===== src/hdl/whp_pkg.sv =====
// Shared types and constants for the WAV header parser.
// Holds the parse phase encoding, the parser state and result records,
// and the chunk signatures. No dependencies.
package whp_pkg;

  typedef enum logic [15:0] {
    PH_IDLE  = 16'h0001,
    PH_RIFF  = 16'h0002,
    PH_RSIZE = 16'h0004,
    PH_WAVE  = 16'h0008,
    PH_FMT   = 16'h0010,
    PH_FSIZE = 16'h0020,
    PH_AFMT  = 16'h0040,
    PH_CHAN  = 16'h0080,
    PH_RATE  = 16'h0100,
    PH_SKIP6 = 16'h0200,
    PH_BITS  = 16'h0400,
    PH_CID   = 16'h0800,
    PH_CSIZE = 16'h1000,
    PH_CSKIP = 16'h2000,
    PH_DSIZE = 16'h4000,
    PH_DATA  = 16'h8000
  } whp_phase_t;

  localparam logic [2:0] ST_OK       = 3'd0;
  localparam logic [2:0] ST_NO_RIFF  = 3'd1;
  localparam logic [2:0] ST_NO_WAVE  = 3'd2;
  localparam logic [2:0] ST_NO_FMT   = 3'd3;
  localparam logic [2:0] ST_NOT_PCM  = 3'd4;
  localparam logic [2:0] ST_BAD_CHAN = 3'd5;

  // Signatures as they appear in the shift register once four bytes are in.
  localparam logic [31:0] SIG_RIFF = 32'h4646_4952;
  localparam logic [31:0] SIG_WAVE = 32'h4556_4157;
  localparam logic [31:0] SIG_FMT  = 32'h2074_6D66;
  localparam logic [31:0] SIG_DATA = 32'h6174_6164;

  localparam logic [15:0] PCM_FORMAT   = 16'd1;
  localparam logic [15:0] CHANS_MONO   = 16'd1;
  localparam logic [15:0] CHANS_STEREO = 16'd2;
  localparam logic [15:0] BITS_EIGHT   = 16'd8;
  localparam logic [31:0] FMT_GAP_LEN  = 32'd6;

  typedef struct packed {
    whp_phase_t  phase;
    logic [1:0]  group_idx;
    logic [31:0] field_shift;
    logic [15:0] held_channels;
    logic [31:0] held_rate;
    logic [15:0] held_bits;
    logic [31:0] bytes_remaining;
  } whp_state_t;

  typedef struct packed {
    logic        kind;
    logic [2:0]  status;
    logic [15:0] channel_count;
    logic [31:0] sample_rate;
    logic [15:0] sample_bits;
    logic [1:0]  format_code;
    logic [31:0] data_length;
    logic [7:0]  audio_byte;
    logic        last;
  } whp_res_t;

  localparam whp_state_t STATE_RESET = '{
    phase:           PH_IDLE,
    group_idx:       2'd0,
    field_shift:     32'd0,
    held_channels:   16'd0,
    held_rate:       32'd0,
    held_bits:       16'd0,
    bytes_remaining: 32'd0
  };

endpackage


===== src/hdl/whp_step.sv =====
// Combinational next-state and result logic for one file byte.
// Depends on whp_pkg for the state and result records.
module whp_step (
  input  whp_pkg::whp_state_t state_i,
  input  logic [7:0]          file_byte,
  input  logic                file_start,
  output whp_pkg::whp_state_t state_o,
  output logic                res_valid,
  output whp_pkg::whp_res_t   res
);

  whp_pkg::whp_state_t cur;
  logic [31:0] shift_new;
  logic [1:0]  idx_inc;
  logic        done4;
  logic        done2;
  logic [1:0]  idx4;
  logic [1:0]  idx2;
  logic [31:0] rem_dec;
  logic        fail_en;
  logic [2:0]  fail_code;

  always_comb begin
    cur = state_i;
    if (file_start) begin
      cur = whp_pkg::STATE_RESET;
      cur.phase = whp_pkg::PH_RIFF;
    end

    shift_new = {file_byte, cur.field_shift[31:8]};
    idx_inc   = cur.group_idx + 2'd1;
    done4     = (idx_inc == 2'd0);
    done2     = (idx_inc == 2'd2);
    idx4      = done4 ? 2'd0 : idx_inc;
    idx2      = done2 ? 2'd0 : idx_inc;
    rem_dec   = cur.bytes_remaining - 32'd1;

    state_o   = cur;
    res_valid = 1'b0;
    res       = '0;
    fail_en   = 1'b0;
    fail_code = whp_pkg::ST_OK;

    case (cur.phase)
      whp_pkg::PH_RIFF: begin
        state_o.field_shift = shift_new;
        state_o.group_idx   = idx4;
        if (done4) begin
          if (shift_new != whp_pkg::SIG_RIFF) begin
            fail_en   = 1'b1;
            fail_code = whp_pkg::ST_NO_RIFF;
          end else begin
            state_o.phase = whp_pkg::PH_RSIZE;
          end
        end
      end
      whp_pkg::PH_RSIZE: begin
        state_o.field_shift = shift_new;
        state_o.group_idx   = idx4;
        if (done4) state_o.phase = whp_pkg::PH_WAVE;
      end
      whp_pkg::PH_WAVE: begin
        state_o.field_shift = shift_new;
        state_o.group_idx   = idx4;
        if (done4) begin
          if (shift_new != whp_pkg::SIG_WAVE) begin
            fail_en   = 1'b1;
            fail_code = whp_pkg::ST_NO_WAVE;
          end else begin
            state_o.phase = whp_pkg::PH_FMT;
          end
        end
      end
      whp_pkg::PH_FMT: begin
        state_o.field_shift = shift_new;
        state_o.group_idx   = idx4;
        if (done4) begin
          if (shift_new != whp_pkg::SIG_FMT) begin
            fail_en   = 1'b1;
            fail_code = whp_pkg::ST_NO_FMT;
          end else begin
            state_o.phase = whp_pkg::PH_FSIZE;
          end
        end
      end
      whp_pkg::PH_FSIZE: begin
        state_o.field_shift = shift_new;
        state_o.group_idx   = idx4;
        if (done4) state_o.phase = whp_pkg::PH_AFMT;
      end
      whp_pkg::PH_AFMT: begin
        state_o.field_shift = shift_new;
        state_o.group_idx   = idx2;
        if (done2) begin
          if (shift_new[31:16] != whp_pkg::PCM_FORMAT) begin
            fail_en   = 1'b1;
            fail_code = whp_pkg::ST_NOT_PCM;
          end else begin
            state_o.phase = whp_pkg::PH_CHAN;
          end
        end
      end
      whp_pkg::PH_CHAN: begin
        state_o.field_shift = shift_new;
        state_o.group_idx   = idx2;
        if (done2) begin
          state_o.held_channels = shift_new[31:16];
          state_o.phase         = whp_pkg::PH_RATE;
        end
      end
      whp_pkg::PH_RATE: begin
        state_o.field_shift = shift_new;
        state_o.group_idx   = idx4;
        if (done4) begin
          state_o.held_rate       = shift_new;
          state_o.bytes_remaining = whp_pkg::FMT_GAP_LEN;
          state_o.phase           = whp_pkg::PH_SKIP6;
        end
      end
      whp_pkg::PH_SKIP6: begin
        state_o.bytes_remaining = rem_dec;
        if (rem_dec == 32'd0) state_o.phase = whp_pkg::PH_BITS;
      end
      whp_pkg::PH_BITS: begin
        state_o.field_shift = shift_new;
        state_o.group_idx   = idx2;
        if (done2) begin
          state_o.held_bits = shift_new[31:16];
          state_o.phase     = whp_pkg::PH_CID;
        end
      end
      whp_pkg::PH_CID: begin
        state_o.field_shift = shift_new;
        state_o.group_idx   = idx4;
        if (done4) begin
          state_o.phase = (shift_new == whp_pkg::SIG_DATA) ? whp_pkg::PH_DSIZE
                                                           : whp_pkg::PH_CSIZE;
        end
      end
      whp_pkg::PH_CSIZE: begin
        state_o.field_shift = shift_new;
        state_o.group_idx   = idx4;
        if (done4) begin
          state_o.bytes_remaining = shift_new;
          state_o.phase = (shift_new != 32'd0) ? whp_pkg::PH_CSKIP : whp_pkg::PH_CID;
        end
      end
      whp_pkg::PH_CSKIP: begin
        state_o.bytes_remaining = rem_dec;
        if (rem_dec == 32'd0) state_o.phase = whp_pkg::PH_CID;
      end
      whp_pkg::PH_DSIZE: begin
        state_o.field_shift = shift_new;
        state_o.group_idx   = idx4;
        if (done4) begin
          if (cur.held_channels != whp_pkg::CHANS_MONO &&
              cur.held_channels != whp_pkg::CHANS_STEREO) begin
            fail_en   = 1'b1;
            fail_code = whp_pkg::ST_BAD_CHAN;
          end else begin
            res_valid             = 1'b1;
            res.status            = whp_pkg::ST_OK;
            res.channel_count     = cur.held_channels;
            res.sample_rate       = cur.held_rate;
            res.sample_bits       = cur.held_bits;
            res.format_code       = {cur.held_channels == whp_pkg::CHANS_STEREO,
                                     cur.held_bits != whp_pkg::BITS_EIGHT};
            res.data_length       = shift_new;
            res.last              = (shift_new == 32'd0);
            state_o.bytes_remaining = shift_new;
            state_o.phase = (shift_new == 32'd0) ? whp_pkg::PH_IDLE : whp_pkg::PH_DATA;
          end
        end
      end
      whp_pkg::PH_DATA: begin
        state_o.bytes_remaining = rem_dec;
        res_valid      = 1'b1;
        res.kind       = 1'b1;
        res.audio_byte = file_byte;
        res.last       = (rem_dec == 32'd0);
        if (rem_dec == 32'd0) state_o.phase = whp_pkg::PH_IDLE;
      end
      default: begin
        // Idle: bytes outside a file are dropped.
      end
    endcase

    if (fail_en) begin
      res_valid         = 1'b1;
      res               = '0;
      res.status        = fail_code;
      res.channel_count = cur.held_channels;
      res.sample_rate   = cur.held_rate;
      res.sample_bits   = cur.held_bits;
      res.last          = 1'b1;
      state_o.phase     = whp_pkg::PH_IDLE;
    end
  end

endmodule


===== src/hdl/whp_out_stage.sv =====
// Result register with valid/ready towards the receiver.
// Depends on whp_pkg for the result record.
module whp_out_stage (
  input  logic              clk,
  input  logic              rst_n,
  input  logic              load,
  input  whp_pkg::whp_res_t res_in,
  input  logic              out_ready,
  output logic              out_valid,
  output whp_pkg::whp_res_t res_out
);

  logic              valid_r;
  logic              valid_nxt;
  whp_pkg::whp_res_t res_r;

  assign valid_nxt = load | (valid_r & ~out_ready);

  always_ff @(posedge clk) begin
    if (!rst_n) begin
      valid_r <= 1'b0;
    end else begin
      valid_r <= valid_nxt;
    end
  end

  always_ff @(posedge clk) begin
    if (load) begin
      res_r <= res_in;
    end
  end

  assign out_valid = valid_r;
  assign res_out   = res_r;

endmodule


===== src/hdl/wav_header_parser.sv =====
// Top level of the WAV header parser.
// Depends on whp_pkg, whp_step and whp_out_stage.
//
// The block takes a WAV file one byte per request on the in_ channel, with
// in_file_start raised on the first byte of each file. It checks the RIFF,
// WAVE and fmt signatures, demands PCM, captures channels, sample rate and
// bits per sample, skips any chunk that is not the data chunk, and then
// issues one header request followed by one request per audio byte, the
// final one flagged by out_last. A malformed file yields a single status
// request (out_last set) and the remainder of that file is dropped.
//
// Each accepted byte is first held in an input register; the parse update
// for it is then a single pass of combinational logic into the result
// register, and the request is presented on the out_ channel from there.
// One byte is taken every cycle for as long as the receiver keeps up; the
// rate is set by the combinational parse update.
// While a request waits on a stalled receiver, an empty input register still
// takes one more byte, after which in_ready stays low until out_ready rises.
// Reset clears both valid flags and returns the parser to idle, in which
// bytes are ignored until one arrives with in_file_start set.
module wav_header_parser (
  input  logic        clk,
  input  logic        rst_n,
  input  logic        in_valid,
  output logic        in_ready,
  input  logic [7:0]  in_file_byte,
  input  logic        in_file_start,
  output logic        out_valid,
  input  logic        out_ready,
  output logic        out_kind,
  output logic [2:0]  out_status,
  output logic [15:0] out_channel_count,
  output logic [31:0] out_sample_rate,
  output logic [15:0] out_sample_bits,
  output logic [1:0]  out_format_code,
  output logic [31:0] out_data_length,
  output logic [7:0]  out_audio_byte,
  output logic        out_last
);

  // Input register stage.
  logic       in_valid_r;
  logic       in_valid_nxt;
  logic [7:0] in_byte_r;
  logic       in_start_r;

  // Parser state.
  whp_pkg::whp_state_t state_r;
  whp_pkg::whp_state_t state_nxt;

  logic              step_res_valid;
  whp_pkg::whp_res_t step_res;
  whp_pkg::whp_res_t out_res;
  logic              stage_adv;
  logic              step_fire;
  logic              res_load;

  // The registered byte moves on whenever the result register is free or
  // is being emptied in this cycle.
  assign stage_adv = ~out_valid | out_ready;
  assign step_fire = in_valid_r & stage_adv;
  assign res_load  = step_fire & step_res_valid;
  assign in_ready  = ~in_valid_r | stage_adv;

  assign in_valid_nxt = (in_valid & in_ready) | (in_valid_r & ~stage_adv);

  always_ff @(posedge clk) begin
    if (!rst_n) begin
      in_valid_r <= 1'b0;
    end else begin
      in_valid_r <= in_valid_nxt;
    end
  end

  always_ff @(posedge clk) begin
    if (in_valid & in_ready) begin
      in_byte_r  <= in_file_byte;
      in_start_r <= in_file_start;
    end
  end

  whp_step u_step (
    .state_i    (state_r),
    .file_byte  (in_byte_r),
    .file_start (in_start_r),
    .state_o    (state_nxt),
    .res_valid  (step_res_valid),
    .res        (step_res)
  );

  // The whole state is reset so that a first file behaves exactly as after
  // a restart.
  always_ff @(posedge clk) begin
    if (!rst_n) begin
      state_r <= whp_pkg::STATE_RESET;
    end else if (step_fire) begin
      state_r <= state_nxt;
    end
  end

  whp_out_stage u_out (
    .clk       (clk),
    .rst_n     (rst_n),
    .load      (res_load),
    .res_in    (step_res),
    .out_ready (out_ready),
    .out_valid (out_valid),
    .res_out   (out_res)
  );

  assign out_kind          = out_res.kind;
  assign out_status        = out_res.status;
  assign out_channel_count = out_res.channel_count;
  assign out_sample_rate   = out_res.sample_rate;
  assign out_sample_bits   = out_res.sample_bits;
  assign out_format_code   = out_res.format_code;
  assign out_data_length   = out_res.data_length;
  assign out_audio_byte    = out_res.audio_byte;
  assign out_last          = out_res.last;

  // No request is presented in the cycle after reset.
  a_reset_clears_out: assert property (@(posedge clk)
    !rst_n |=> !out_valid)
    else $error("result valid after reset");

  // A failure status always closes the file.
  a_error_is_last: assert property (@(posedge clk) disable iff (!rst_n)
    (out_valid && out_status != whp_pkg::ST_OK) |-> out_last)
    else $error("error result without last marker");

  // Audio byte requests never carry a status.
  a_data_status_ok: assert property (@(posedge clk) disable iff (!rst_n)
    (out_valid && out_kind) |-> (out_status == whp_pkg::ST_OK))
    else $error("audio byte with non-zero status");

  // A receiver that keeps up never back-pressures the input.
  a_ready_when_drained: assert property (@(posedge clk) disable iff (!rst_n)
    out_ready |-> in_ready)
    else $error("input stalled while output drains");

endmodule


===== config.mk =====
export PLATFORM = sky130hd
export DESIGN_NAME = wav_header_parser
export DESIGN_NICKNAME = d
export VERILOG_FILES = /design/src/hdl/whp_pkg.sv /design/src/hdl/whp_step.sv /design/src/hdl/whp_out_stage.sv /design/src/hdl/wav_header_parser.sv
export SDC_FILE = /design/constraint.sdc
export NUM_CORES = 1
export LEC_CHECK = 0
export BUFFER_PORTS_ARGS = -buffer_cell sky130_fd_sc_hd__buf_2
export CORE_ASPECT_RATIO = 0.5
export CORE_MARGIN = 1
export CORE_UTILIZATION = 54
export DETAILED_ROUTE_END_ITERATION = 12
export GPL_TIMING_DRIVEN = 1
export HOLD_SLACK_MARGIN = 0.1
export PLACE_DENSITY = 0.77
export SLEW_MARGIN = 25
export SYNTH_ARGS = -nofsm -noshare
export SYNTH_HDL_FRONTEND = slang
export SYNTH_SLANG_ARGS = --single-unit

===== constraint.sdc =====
create_clock -name clk -period 8.53 [get_ports clk]
set_input_delay 0.853 -clock clk [delete_from_list [all_inputs] [get_ports clk]]
set_output_delay 0.853 -clock clk [all_outputs]
set_load 0.02 [all_outputs]

==> flow_summary.toml <==
[logic_synthesis]
synth_enable_flop_cells = 120
yosys_most_used_dff = "dfxtp_1"
ys_async_sr_fraction = 0
synth_top_area_share = 0.291
syn-cell-area_um2 = 12400
post_synthesis_cell_type_with_the_largest_combined_area = "edfxtp_1"
yosys_warnings = 0
synthTopCellsByArea = "edfxtp_1, dfxtp_1, nor2_1, and2_1, a22oi_1"
syn-instance-count = 1289
yosysMostFrequentCell = "nor2_1"
synthDistinctLibCells = 81
synth.avg_cell_area_um2 = 9.60
synth.cells.most_frequent = "nor2_1, dfxtp_1, edfxtp_1"
seq_area_frac_synth = 0.518
syn-num-nets = 1307
synth_seq_cells = 260

[hold_path]
hp-class = "input port to flip-flop"

[floorplan]
design.portCount = 126
die-area_um2 = 23600
initial_core_util = 0.561
die_height_um = 109
core_area_um2 = 22100
dieWidth_um = 216
placementRows = 38

[global_route]
vias_in_the_first_global_route = 10100
combined_global_route_utilization_of_all_metal_layers = 0.331
grt_first_pass_wirelength_um = 59400
grt_max_degree = 79
antenna_found_initial = 0
grt_overflow = 0

[setup_path]
crit_end_element = "flip-flop"
startpoint_type = "flip-flop"
critical_path_required_ns = 8.93
crit_type = "flip-flop to flip-flop"
worstPathMaxFanout = 32
worstPathArrival_ns = 4.73

[finish]
fillCellCount = 1766
syn_to_final_growth_pct = 13.8
final_net_count = 1386
post_route_cells_drive_above_1_share = 0.166
layout.core_utilization = 0.638
finalInstanceArea_um2 = 14100
antenna-diode-count = 0
fin_cells = 1685

[clock_network]
cts-root-buf = "clkbuf_16"
ctsLongestPathBuffers = 3
cts.clk_slew.worst_paths_ns = 0.07
htree_levels = 1
cts_sinks = 260
cts_tree = "yes"
clk-insertion-delay-late_ns = 0.55
cts_buffers = 23
cts_resized = 0
cts_post_setup_buffers_inserted = 0
cts_hold_repair.buffers = 0

[sta]
whs_ns = 0.487
timing_hold_violations_final = 0
setup_violations = 0
worst_clock_skew_ns = 0.0181
timing.final.crit_period_ns = 4.33
fin_tns_setup_ns = 0
post-route-worst-setup-slack_ns = 4.20
max_freq_ghz = 0.231
final_min_period_over_clock_period = 0.508
timing_worst_slew_pin_value_ns = 1.10
setup_repair_after_global_routing_missed_its_margin = "no"
drv_slew = 0
worst_slew_margin_rel = 0.263

[placement]
place.detailed.instances = 1643
post_dp_cell_area_um2 = 13300
finalWeightedCongestion = 0.959
port-buffer-count = 125
place_worst_setup_slack_ns = 4.39
dp_hpwl_um = 27200

[drt]
vias = 10800
drc_errors = 0
firstDrtPassIters = 6
route.antenna.remaining_nets = 0
drtIter0Drc = 1389
drt-wirelength-per-cell_um = 23.3
finalWirelength_um = 39300
vias_per_cell = 6.44

[power]
power_per_cell_area_nw_per_um2 = 187
power_mw = 2.64
total_leakage_power_nw = 4.65
peakVddDrop_v = 0.000134

[run_status]
status = "finished, final reports clean"

[job]
drv.max_cap_violation_count = 0
## cell usage in the layout (no fill, tap or decap), types with 19 or more instances in the layout
master	n
nor2_1	185
dfxtp_1	140
buf_2	125
edfxtp_1	120
and2_1	93
nand2_1	77
a22oi_1	73
a21oi_1	67
o21ai_0	50
nor3_1	39
nor4_1	39
nor2b_1	38
mux2i_1	25
clkbuf_16	23
nand3_1	19
## metal layers
metal,up-vias,global-route usage,routed length (um)
met3,84,0.103,4490
met2,584,0.485,16400
li1,4889,-,-
met4,0,0.0915,944
met1,5290,0.470,17400
met5,-,0,0
## state kept, by name (all words and copies together) (netlist names)
register,flops
in_byte_r,8
in_start_r,1
u_out.res_out,111
state_r,138
in_valid_r,1
u_out.out_valid,1
## worst paths after layout
| check | start | end | slack [ns] | cells past startpoint |
|---|---|---|---|---|
| hold reg to reg | state_r[31]$_SDFFE_PN0P_ | state_r[31]$_SDFFE_PN0P_ | 0.50 | 2 |
| setup reg to reg | in_start_r$_DFFE_PP_ | state_r[75]$_SDFFE_PN0P_ | 4.20 | 11 |
| hold / removal | in_file_byte[1] | in_byte_r[1]$_DFFE_PP_ | 0.49 | 1 |
| setup / recovery | in_start_r$_DFFE_PP_ | state_r[75]$_SDFFE_PN0P_ | 4.20 | 11 |
## logic make-up (layout without fill, tap and decap cells)
family / Yosys count / in the layout / synth area share
muxes: 29 / 29 / 0.0239
xor gates and xnor gates: 12 / 12 / 0.00850
DFF: 260 / 260 / 0.518
AOI/OAI and AO/OA: 284 / 284 / 0.152
and+or+nand+nor: 590 / 590 / 0.259
adders and majority gates: 5 / 5 / 0.00506
buffers and inverters: 109 / 205 / 0.0340
## critical path, cell delays in order (launching register included)
cell      delay [ns]
edfxtp_1        0.37
buf_4           0.25
inv_1           0.16
buf_4           0.38
nand2_1         0.13
inv_1           0.14
ha_1            0.63
inv_1           0.43
nor3_1          0.83
o21ai_4         0.40
a22oi_1         0.37
nor2_1          0.06
## report_power, final
group / leakage [nW] / switching, mW / internal (mW)
logic: 2.23 / 0.111 / 0.0475
clock network: 0.404 / 0.493 / 0.663
registers: 2.02 / 0.0227 / 1.30
## area by class of cell
type	instances	area (um^2)	area share
Clock inverter	15	220	0.0156
Timing Repair Buffer	144	788	0.0560
Tap cell	300	375	0.0267
Multi-Input combinational cell	920	5620	0.399
Inverter	19	72.6	0.00515
Clock buffer	27	601	0.0427
Sequential cell	260	6410	0.455
Note: power is estimated with default switching activity, not from simulation.
